--- config.mk ---
export PLATFORM = sky130hd
export DESIGN_NAME = stepper_enable_safety_interlock_unit_flat
export DESIGN_NICKNAME = d
export VERILOG_FILES = /design/src/rtl/sei_pkg.sv /design/src/rtl/sei_channels.sv /design/src/rtl/sei_req_stage.sv /design/src/rtl/sei_state_update.sv /design/src/rtl/sei_rsp_stage.sv /design/src/rtl/stepper_enable_safety_interlock_unit.sv /design/src/flat_wrapper.sv
export SDC_FILE = /design/constraint.sdc
export NUM_CORES = 1
export LEC_CHECK = 0
export BUFFER_PORTS_ARGS = -buffer_cell sky130_fd_sc_hd__buf_2
export CORE_UTILIZATION = 59
export DETAILED_ROUTE_END_ITERATION = 8
export PLACE_DENSITY = 0.85
export SLEW_MARGIN = 10
export SYNTH_ARGS = -nofsm -noshare
export SYNTH_HDL_FRONTEND = slang
export SYNTH_SLANG_ARGS = --single-unit
--- constraint.sdc ---
create_clock -name clock -period 3.7 [get_ports clock]
set_input_delay 0.37 -clock clock [delete_from_list [all_inputs] [get_ports clock]]
set_output_delay 0.37 -clock clock [all_outputs]
set_load 0.01 [all_outputs]
--- src/rtl/sei_pkg.sv ---
`timescale 1ns / 1ps
`default_nettype none
// -----------------------------------------------------------------------------
// sei_pkg: shared types and constants of the stepper enable interlock
// Request kinds, stop modes, register indexes and the structs passed between
// the pipeline stages.
// -----------------------------------------------------------------------------
package sei_pkg;

   localparam int unsigned KIND_W      = 3;
   localparam int unsigned CODE_W      = 32;
   localparam int unsigned MODE_W      = 2;
   localparam int unsigned TICKS_W     = 8;
   localparam int unsigned STARTUP_W   = 11;
   localparam int unsigned CSR_INDEX_W = 1;
   localparam int unsigned CSR_DATA_W  = 8;

   // Only this code releases an emergency stop
   localparam logic [CODE_W-1:0] GOOD_CODE = 32'd3;

   // Reset value of the stop delay register
   localparam logic [TICKS_W-1:0] ESTOP_DELAY_RESET = 8'd50;

   // Request kinds; codes 6 and 7 are unused
   localparam logic [KIND_W-1:0] KIND_POLL    = 3'd0;
   localparam logic [KIND_W-1:0] KIND_ESTOP   = 3'd1;
   localparam logic [KIND_W-1:0] KIND_CLEAR   = 3'd2;
   localparam logic [KIND_W-1:0] KIND_ENABLE  = 3'd3;
   localparam logic [KIND_W-1:0] KIND_DISABLE = 3'd4;
   localparam logic [KIND_W-1:0] KIND_FAULT   = 3'd5;

   // Register indexes
   localparam logic [CSR_INDEX_W-1:0] CSR_ALWAYS_ENABLED    = 1'd0;
   localparam logic [CSR_INDEX_W-1:0] CSR_ESTOP_DELAY_TICKS = 1'd1;

   typedef enum logic [MODE_W-1:0] {
      MODE_OFF     = 2'd0,
      MODE_ACTIVE  = 2'd1,
      MODE_INVALID = 2'd2
   } mode_type;

   typedef struct packed {
      logic [KIND_W-1:0] kind;
      logic              tick_seen;
      logic [CODE_W-1:0] auth_code;
      logic              abort_pin;
   } req_type;

   typedef struct packed {
      logic              disable_pin;
      logic              clear_ok;
      logic [MODE_W-1:0] estop_mode;
   } rsp_type;

   typedef struct packed {
      logic               always_enabled;
      logic [TICKS_W-1:0] estop_delay_ticks;
   } cfg_type;

endpackage : sei_pkg
`default_nettype wire

--- src/rtl/sei_channels.sv ---
`timescale 1ns / 1ps
`default_nettype none
// -----------------------------------------------------------------------------
// sei channels: request, response and register-write interfaces
// Each channel carries valid, ready and its payload; a transfer happens on a
// rising edge with valid and ready both high.
// -----------------------------------------------------------------------------
interface sei_req_if;
   logic                       valid;
   logic                       ready;
   logic [sei_pkg::KIND_W-1:0] kind;
   logic                       tick_seen;
   logic [sei_pkg::CODE_W-1:0] auth_code;
   logic                       abort_pin;

   modport source (output valid, kind, tick_seen, auth_code, abort_pin, input ready);
   modport sink   (input valid, kind, tick_seen, auth_code, abort_pin, output ready);
endinterface : sei_req_if

interface sei_rsp_if;
   logic                       valid;
   logic                       ready;
   logic                       disable_pin;
   logic                       clear_ok;
   logic [sei_pkg::MODE_W-1:0] estop_mode;

   modport source (output valid, disable_pin, clear_ok, estop_mode, input ready);
   modport sink   (input valid, disable_pin, clear_ok, estop_mode, output ready);
endinterface : sei_rsp_if

interface sei_csr_if;
   logic                            valid;
   logic                            ready;
   logic [sei_pkg::CSR_INDEX_W-1:0] index;
   logic [sei_pkg::CSR_DATA_W-1:0]  data;

   modport source (output valid, index, data, input ready);
   modport sink   (input valid, index, data, output ready);
endinterface : sei_csr_if
`default_nettype wire

--- src/rtl/sei_req_stage.sv ---
`timescale 1ns / 1ps
`default_nettype none
// -----------------------------------------------------------------------------
// sei_req_stage: request input register
// Captures one request and holds it until the update stage takes it.
// -----------------------------------------------------------------------------
module sei_req_stage (
   input  wire logic             clock,
   input  wire logic             reset,
   input  wire logic             req_valid,
   output logic                  req_ready,
   input  wire sei_pkg::req_type req_item,
   input  wire logic             drain,
   output logic                  item_valid,
   output sei_pkg::req_type      item
);
   import sei_pkg::*;

   logic    valid_ff;
   logic    valid_in;
   req_type item_ff;

   // Accept when empty or when the held request moves on this cycle
   assign req_ready = !valid_ff || drain;
   assign valid_in  = req_valid || (valid_ff && !drain);

   // Hold valid flag
   always_ff @(posedge clock) begin
      if (reset) begin
         valid_ff <= 1'b0;
      end else begin
         valid_ff <= valid_in;
      end
   end

   // Load payload on accept
   always_ff @(posedge clock) begin
      if (req_valid && req_ready) begin
         item_ff <= req_item;
      end
   end

   assign item_valid = valid_ff;
   assign item       = item_ff;

endmodule : sei_req_stage
`default_nettype wire

--- src/rtl/sei_state_update.sv ---
`timescale 1ns / 1ps
`default_nettype none
// -----------------------------------------------------------------------------
// sei_state_update: interlock state and its update logic
// Holds stop mode, countdowns and pin state; computes the response of the
// request in the input register and commits the new state when it moves on.
// -----------------------------------------------------------------------------
module sei_state_update #(
   parameter int unsigned STARTUP_DELAY = 1000
) (
   input  wire logic             clock,
   input  wire logic             reset,
   input  wire logic             commit,
   input  wire sei_pkg::req_type item,
   input  wire sei_pkg::cfg_type cfg,
   output sei_pkg::rsp_type      result
);
   import sei_pkg::*;

   localparam logic [STARTUP_W-1:0] STARTUP_RESET = STARTUP_W'(STARTUP_DELAY);

   mode_type               mode_ff,       mode_in;
   logic [TICKS_W-1:0]     stop_cnt_ff,   stop_cnt_in;
   logic [STARTUP_W-1:0]   start_cnt_ff,  start_cnt_in;
   logic                   done_ff,       done_in;
   logic                   pending_ff,    pending_in;
   logic                   pin_ff,        pin_in;
   logic                   clear_ok;

   // Next state for the current request
   always_comb begin
      logic force_off;
      force_off    = 1'b0;
      mode_in      = mode_ff;
      stop_cnt_in  = stop_cnt_ff;
      start_cnt_in = start_cnt_ff;
      done_in      = done_ff;
      pending_in   = pending_ff;
      pin_in       = pin_ff;
      clear_ok     = 1'b0;
      case (item.kind)
         KIND_POLL: begin
            // Startup shot uses the done flag from before this poll
            if (done_ff && pending_ff) begin
               pending_in = 1'b0;
               if (cfg.always_enabled) begin
                  if (mode_ff == MODE_OFF) begin
                     pin_in = 1'b0;
                  end
               end else begin
                  pin_in = 1'b1;
               end
            end
            if (item.tick_seen) begin
               if (mode_ff == MODE_ACTIVE) begin
                  if (stop_cnt_ff != '0) begin
                     stop_cnt_in = stop_cnt_ff - TICKS_W'(1);
                  end else begin
                     force_off = 1'b1;
                  end
               end
               if (!done_ff) begin
                  if (start_cnt_ff != '0) begin
                     start_cnt_in = start_cnt_ff - STARTUP_W'(1);
                  end else begin
                     done_in = 1'b1;
                  end
               end
            end
            if (mode_ff == MODE_INVALID || force_off) begin
               pin_in = 1'b1;
            end
         end
         KIND_ESTOP: begin
            mode_in     = MODE_ACTIVE;
            stop_cnt_in = cfg.estop_delay_ticks;
         end
         KIND_CLEAR: begin
            if (item.auth_code == GOOD_CODE) begin
               if (!item.abort_pin) begin
                  mode_in  = MODE_OFF;
                  clear_ok = 1'b1;
                  if (cfg.always_enabled) begin
                     pin_in = 1'b0;
                  end
               end
            end else begin
               mode_in = MODE_INVALID;
            end
         end
         KIND_ENABLE: begin
            if (mode_ff == MODE_OFF) begin
               pin_in = 1'b0;
            end
         end
         KIND_DISABLE, KIND_FAULT: begin
            pin_in = 1'b1;
         end
         default: begin
            // unused kinds leave state alone
         end
      endcase
   end

   // Commit state when the request moves to the response register
   always_ff @(posedge clock) begin
      if (reset) begin
         mode_ff      <= MODE_OFF;
         stop_cnt_ff  <= '0;
         start_cnt_ff <= STARTUP_RESET;
         done_ff      <= 1'b0;
         pending_ff   <= 1'b1;
         pin_ff       <= 1'b1;
      end else if (commit) begin
         mode_ff      <= mode_in;
         stop_cnt_ff  <= stop_cnt_in;
         start_cnt_ff <= start_cnt_in;
         done_ff      <= done_in;
         pending_ff   <= pending_in;
         pin_ff       <= pin_in;
      end
   end

   assign result.disable_pin = pin_in;
   assign result.clear_ok    = clear_ok;
   assign result.estop_mode  = mode_in;

endmodule : sei_state_update
`default_nettype wire

--- src/rtl/sei_rsp_stage.sv ---
`timescale 1ns / 1ps
`default_nettype none
// -----------------------------------------------------------------------------
// sei_rsp_stage: response output register
// Holds a finished response until the consumer takes it.
// -----------------------------------------------------------------------------
module sei_rsp_stage (
   input  wire logic             clock,
   input  wire logic             reset,
   input  wire logic             load,
   input  wire sei_pkg::rsp_type result,
   output logic                  free,
   output logic                  rsp_valid,
   input  wire logic             rsp_ready,
   output sei_pkg::rsp_type      rsp_item
);
   import sei_pkg::*;

   logic    valid_ff;
   logic    valid_in;
   rsp_type item_ff;

   // Free when empty or being taken this cycle
   assign free     = !valid_ff || rsp_ready;
   assign valid_in = load || (valid_ff && !rsp_ready);

   // Hold valid flag
   always_ff @(posedge clock) begin
      if (reset) begin
         valid_ff <= 1'b0;
      end else begin
         valid_ff <= valid_in;
      end
   end

   // Load response
   always_ff @(posedge clock) begin
      if (load) begin
         item_ff <= result;
      end
   end

   assign rsp_valid = valid_ff;
   assign rsp_item  = item_ff;

endmodule : sei_rsp_stage
`default_nettype wire

--- src/rtl/stepper_enable_safety_interlock_unit.sv ---
`timescale 1ns / 1ps
`default_nettype none
// -----------------------------------------------------------------------------
// stepper_enable_safety_interlock_unit: stepper disable-pin safety interlock
// Drives the motor disable pin from polls, emergency stops, clears and
// enable/disable/fault requests, returning one response per request.
// -----------------------------------------------------------------------------
// Each request yields exactly one response carrying the disable pin, whether a
// clear released the stop, and the stop mode after the request. A request waits
// in the input register until the output register is free; the update logic
// settles the new state from it, and the response lands in the output register
// when the request moves on. One request per cycle is sustained while the
// consumer keeps up. Register writes are always ready and must only be issued
// while no request is in flight. The pin comes out of reset disabled; the startup
// delay takes STARTUP_DELAY + 1 ticked polls before the startup shot fires.
module stepper_enable_safety_interlock_unit #(
   parameter int unsigned STARTUP_DELAY = 1000
) (
   input  wire logic clock,
   input  wire logic reset,
   sei_req_if.sink   req_chan,
   sei_rsp_if.source rsp_chan,
   sei_csr_if.sink   csr_chan
);
   import sei_pkg::*;

   cfg_type cfg_ff;
   req_type req_item;
   req_type item;
   rsp_type result;
   rsp_type rsp_item;
   logic    item_valid;
   logic    drain;
   logic    commit;

   // Register writes
   assign csr_chan.ready = 1'b1;

   always_ff @(posedge clock) begin
      if (reset) begin
         cfg_ff.always_enabled    <= 1'b0;
         cfg_ff.estop_delay_ticks <= ESTOP_DELAY_RESET;
      end else if (csr_chan.valid) begin
         unique case (csr_chan.index)
            CSR_ALWAYS_ENABLED:    cfg_ff.always_enabled    <= csr_chan.data[0];
            CSR_ESTOP_DELAY_TICKS: cfg_ff.estop_delay_ticks <= csr_chan.data[TICKS_W-1:0];
         endcase
      end
   end

   // Request payload
   assign req_item.kind      = req_chan.kind;
   assign req_item.tick_seen = req_chan.tick_seen;
   assign req_item.auth_code = req_chan.auth_code;
   assign req_item.abort_pin = req_chan.abort_pin;

   assign commit = item_valid && drain;

   sei_req_stage u_req_stage (
      .clock      (clock),
      .reset      (reset),
      .req_valid  (req_chan.valid),
      .req_ready  (req_chan.ready),
      .req_item   (req_item),
      .drain      (drain),
      .item_valid (item_valid),
      .item       (item)
   );

   sei_state_update #(
      .STARTUP_DELAY (STARTUP_DELAY)
   ) u_state_update (
      .clock  (clock),
      .reset  (reset),
      .commit (commit),
      .item   (item),
      .cfg    (cfg_ff),
      .result (result)
   );

   sei_rsp_stage u_rsp_stage (
      .clock     (clock),
      .reset     (reset),
      .load      (commit),
      .result    (result),
      .free      (drain),
      .rsp_valid (rsp_chan.valid),
      .rsp_ready (rsp_chan.ready),
      .rsp_item  (rsp_item)
   );

   // Response payload
   assign rsp_chan.disable_pin = rsp_item.disable_pin;
   assign rsp_chan.clear_ok    = rsp_item.clear_ok;
   assign rsp_chan.estop_mode  = rsp_item.estop_mode;

   // A successful clear always reports the stop as off
   a_clear_ok_mode_off : assert property (@(posedge clock) disable iff (reset)
      rsp_chan.valid && rsp_chan.clear_ok |-> rsp_chan.estop_mode == MODE_OFF)
      else $error("clear_ok reported with stop mode not off");

   // A committed request shows up as a response next cycle
   a_commit_rsp : assert property (@(posedge clock) disable iff (reset)
      commit |=> rsp_chan.valid)
      else $error("committed request produced no response");

   // Disable and fault requests always leave the pin disabled
   a_disable_wins : assert property (@(posedge clock) disable iff (reset)
      commit && (item.kind == KIND_DISABLE || item.kind == KIND_FAULT)
      |=> rsp_chan.disable_pin)
      else $error("disable or fault request left motors enabled");

endmodule : stepper_enable_safety_interlock_unit
`default_nettype wire

--- src/flat_wrapper.sv ---
// flat-port wrapper written by rule: the top's interface ports become plain ports
module stepper_enable_safety_interlock_unit_flat import sei_pkg::*;
#(
   parameter int unsigned STARTUP_DELAY = 1000
)
  (clock, reset, req_chan_valid, req_chan_kind, req_chan_tick_seen, req_chan_auth_code, req_chan_abort_pin, req_chan_ready, rsp_chan_valid, rsp_chan_disable_pin, rsp_chan_clear_ok, rsp_chan_estop_mode, rsp_chan_ready, csr_chan_valid, csr_chan_index, csr_chan_data, csr_chan_ready);
  sei_req_if req_chan_i ();
  sei_rsp_if rsp_chan_i ();
  sei_csr_if csr_chan_i ();
  input  wire logic clock;
  input  wire logic reset;
  input wire logic [$bits(req_chan_i.valid)-1:0] req_chan_valid;
  input wire logic [$bits(req_chan_i.kind)-1:0] req_chan_kind;
  input wire logic [$bits(req_chan_i.tick_seen)-1:0] req_chan_tick_seen;
  input wire logic [$bits(req_chan_i.auth_code)-1:0] req_chan_auth_code;
  input wire logic [$bits(req_chan_i.abort_pin)-1:0] req_chan_abort_pin;
  output wire logic [$bits(req_chan_i.ready)-1:0] req_chan_ready;
  output wire logic [$bits(rsp_chan_i.valid)-1:0] rsp_chan_valid;
  output wire logic [$bits(rsp_chan_i.disable_pin)-1:0] rsp_chan_disable_pin;
  output wire logic [$bits(rsp_chan_i.clear_ok)-1:0] rsp_chan_clear_ok;
  output wire logic [$bits(rsp_chan_i.estop_mode)-1:0] rsp_chan_estop_mode;
  input wire logic [$bits(rsp_chan_i.ready)-1:0] rsp_chan_ready;
  input wire logic [$bits(csr_chan_i.valid)-1:0] csr_chan_valid;
  input wire logic [$bits(csr_chan_i.index)-1:0] csr_chan_index;
  input wire logic [$bits(csr_chan_i.data)-1:0] csr_chan_data;
  output wire logic [$bits(csr_chan_i.ready)-1:0] csr_chan_ready;
  assign req_chan_i.valid = req_chan_valid;
  assign req_chan_i.kind = req_chan_kind;
  assign req_chan_i.tick_seen = req_chan_tick_seen;
  assign req_chan_i.auth_code = req_chan_auth_code;
  assign req_chan_i.abort_pin = req_chan_abort_pin;
  assign req_chan_ready = req_chan_i.ready;
  assign rsp_chan_valid = rsp_chan_i.valid;
  assign rsp_chan_disable_pin = rsp_chan_i.disable_pin;
  assign rsp_chan_clear_ok = rsp_chan_i.clear_ok;
  assign rsp_chan_estop_mode = rsp_chan_i.estop_mode;
  assign rsp_chan_i.ready = rsp_chan_ready;
  assign csr_chan_i.valid = csr_chan_valid;
  assign csr_chan_i.index = csr_chan_index;
  assign csr_chan_i.data = csr_chan_data;
  assign csr_chan_ready = csr_chan_i.ready;
  stepper_enable_safety_interlock_unit #(.STARTUP_DELAY(STARTUP_DELAY)) u_core (.clock(clock), .reset(reset), .req_chan(req_chan_i), .rsp_chan(rsp_chan_i), .csr_chan(csr_chan_i));
endmodule
==> metrics.txt <==
worst-skew pair later-pin latency=around 0.34 ns; maxcap violations=0; Top Family by Delay on Critical Path=simple AND/OR/NAND/NOR gates; Reg2Reg Depth=5; Sw Share=between 20 and 25%; n_diodes=0; Max-slew headroom=between 30% and 40%; input/output buffers=56; fin crit period=~2.1 ns; CTS Sinks=between 70 and 80; Buf/Inv on CP=0; Via-to-Cell Ratio=5.697; share of cells above drive strength 1=a little under a quarter; Pins Over Slew Limit=0; critical path class=reg2reg; Hold Fails Final Rpt=0; vias in the first global route=around 2,300; top cell type by total area after synthesis=edfxtp_1; hold wc startpoint=req_chan_kind[2]; Mean Syn Cell Area=11.33 sq um; Max FO, Critical Path=17; sequential share of power=between 50 and 60%; fillcell total=361; Antenna Violating Nets Remaining=0; I/O pins=58; mapped cell area=between 0.003 and 0.004 sq mm; Layout Utilization=about 72%; Clock Tree Buf Depth=2; Synth cell types=52; area grow syn2layout=14.64%; Peak supply drop=~290 uV; hold_ws=between 0.15 and 0.2 ns; CTS Root Cell=clkbuf_8; # hold bufs at CTS=0; hold crit path type=in2reg; Post-synth EDFFs=41; Final nets=400; Leak=~1.4 nW; crit path capture type=flop; P_int=between 1 and 1.5 mW; Post-DP HPWL=~4.3 mm; initial antenna violation count=0; Crit-path slowest cell=nor3b_2; FF+latch count, synth=between 70 and 80; Inserted Clock Buffers=9; Initial Util=around 62%; H-tree depth=3; area of the die=between 0.005 and 0.006 sq mm; Sum Neg Setup Slack=0 ns; routed wire length=about 6.3 mm; Post-CTS Setup Bufs=0; CTS clk-pin slew, worst paths=approximately 0.080 ns; NetSw=around 0.38 mW; Synth top area share=between 30% and 40%; Crit path arrival time=2.36 ns; grt total ovfl=0; drt first-iter violations=~200; first-pass GRT wire length=between 10 and 15 mm; crit-path max cell delay=between 0.8 and 0.9 ns; Data required, critical path=3.97 ns; Synth Flop Type=edfxtp_1; Comb power frac=between 6 and 7%; status=finished clean; Hold EP=u_core.u_req_stage.item[36]; GP Congestion=approximately 0.86; Yosys Warn Count=0; Clk pwr share=35.8%; fin crit share=roughly 56%; routed length per instance=roughly 15 microns; CORE AREA=~0.0052 sq mm; row cnt=26; drt drc=0; largest net degree at the start of global routing=38; clk_skew=between 0.006 and 0.007 ns; via count=about 2,400; crit path cell chain=nor3b_2 > and2_1 > a31oi_1 > or2_1 > a21oi_1; CTS tree=built; Worst-Margin Slew=between 0.9 and 1 ns; r2r setup slk=1.62 ns; Post-Syn Instances=a little under 300; All-Layer GR Usage=a little under a quarter; First-pass DRT Iterations=4; RSZ-0062 raised after global routing=false; Worst R2R Start=u_core.u_req_stage.item[34]; worst hold path depth=1; most frequent cell after synthesis=edfxtp_1; CTS resizes=0; Pwr Density=between 400 and 500 mW/mm^2; Post-synth top cells=edfxtp_1, nand2_1, dfxtp_1, nor2_1, a21oi_1; die width=76.48 microns; Max Fclk=slightly below 0.5 GHz; die height=roughly 76 microns; Area contributors post-synth=edfxtp_1, dfxtp_1, nand2_1; setup violators final=0; Syn Nets=around 340; Reg2Reg Capture Point=u_core.u_state_update.stop_cnt_ff[6]; sequential area share after synthesis=59.02%; Worst Setup Start Kind=flop; Post-synth ARST share=0%
==> layer usage <==
metal / global-route usage [%] / up-vias / routed length (microns)
met5: 0 / - / 0
met4: 12.88 / 0 / 137
met3: 4.671 / 15 / 310
met2: 39.73 / 87 / 3234
met1: 27.36 / 1120 / 2637
li1: - / 1165 / -
==> power by group through the flow <==
stage / clock, mW / sequential (mW) / combinational (mW)
finish: 0.594 / 0.952 / 0.113
floorplan: 0 / 0.963 / 0.0720
detailed placement: 0 / 0.970 / 0.111
CTS: 0.597 / 0.951 / 0.112
global route: 0.630 / 0.955 / 0.125
global placement: 0 / 0.968 / 0.106
==> how the worst max path moves through the flow <==
stage                                       startpoint                              endpoint  slack (ns)  cells after the start
after global placement     u_core.u_req_stage.item[34]  u_core.u_state_update.stop_cnt_ff[6]        1.73                      5
after floorplan           u_core.u_rsp_stage.rsp_valid            u_core.u_req_stage.item[0]        1.76                      3
after detailed placement   u_core.u_req_stage.item[34]  u_core.u_state_update.stop_cnt_ff[6]        1.69                      5
after global routing       u_core.u_req_stage.item[34]          u_core.u_state_update.pin_ff        1.47                      4
after CTS                  u_core.u_req_stage.item[34]  u_core.u_state_update.stop_cnt_ff[6]        1.64                      5
final                      u_core.u_req_stage.item[34]  u_core.u_state_update.stop_cnt_ff[6]        1.62                      5
==> registers in the layout (all words and copies together) (netlist names) <==
signal                              count
u_core.cfg_ff                           9
u_core.u_req_stage.item                37
u_core.u_req_stage.item_valid           1
u_core.u_rsp_stage.rsp_item             4
u_core.u_rsp_stage.rsp_valid            1
u_core.u_state_update.done_ff           1
u_core.u_state_update.mode_ff           2
u_core.u_state_update.pending_ff        1
u_core.u_state_update.pin_ff            1
u_core.u_state_update.start_cnt_ff     11
u_core.u_state_update.stop_cnt_ff       8
==> cells in the final DEF, fill, tap and decap left out, types with 6 or more instances in the layout <==
master and instances:
buf_2 56, edfxtp_1 41, nand2_1 38, dfxtp_1 35, nor2_1 24, a21oi_1 21, o21ai_1 10, xnor2_1 9
clkbuf_8 9, nor3_1 8, inv_1 7, nor4_1 7, nand3_1 6
==> kinds of logic (layout without fill, tap and decap cells) <==
family,after synthesis,count (layout),synth area share [%]
other cells,1,1,0.1146
flops,76,76,59.02
mux,2,2,0.6116
compound gates,53,53,10.36
buf+inv,19,79,3.173
fa+ha+maj,4,4,1.529
xor+xnor,9,9,2.408
simple gates,125,125,22.78
==> worst reg2reg max path, stage by stage (launching register included) <==
cell	delay (ns)
edfxtp_1	0.58
nor3b_2	0.85
and2_1	0.23
a31oi_1	0.04
or2_1	0.21
a21oi_1	0.11
==> through the flow <==
step           setup slack (ns)  cell area [sq um]  power, mW  std cells
2_1_floorplan             1.762               3273      1.035        289
3_3_place_gp              1.732               3571      1.074        404
5_1_grt                   1.468               3752      1.710        419
6_report                  1.618               3752      1.658        419
4_1_cts                   1.644               3752      1.661        419
3_5_place_dp              1.685               3571      1.081        404
==> layout make-up <==
type                            count  area (sq um)  share of cell area (%)
Multi-Input combinational cell    194          1237                   32.98
Tap cell                           70         87.58                   2.334
Timing Repair Buffer               57         287.8                   7.669
Clock inverter                      5         53.80                   1.434
Clock buffer                       10         127.6                   3.401
Inverter                            7         26.28                  0.7002
Sequential cell                    76          1932                   51.48
Note: power is estimated with default switching activity, not from simulation.
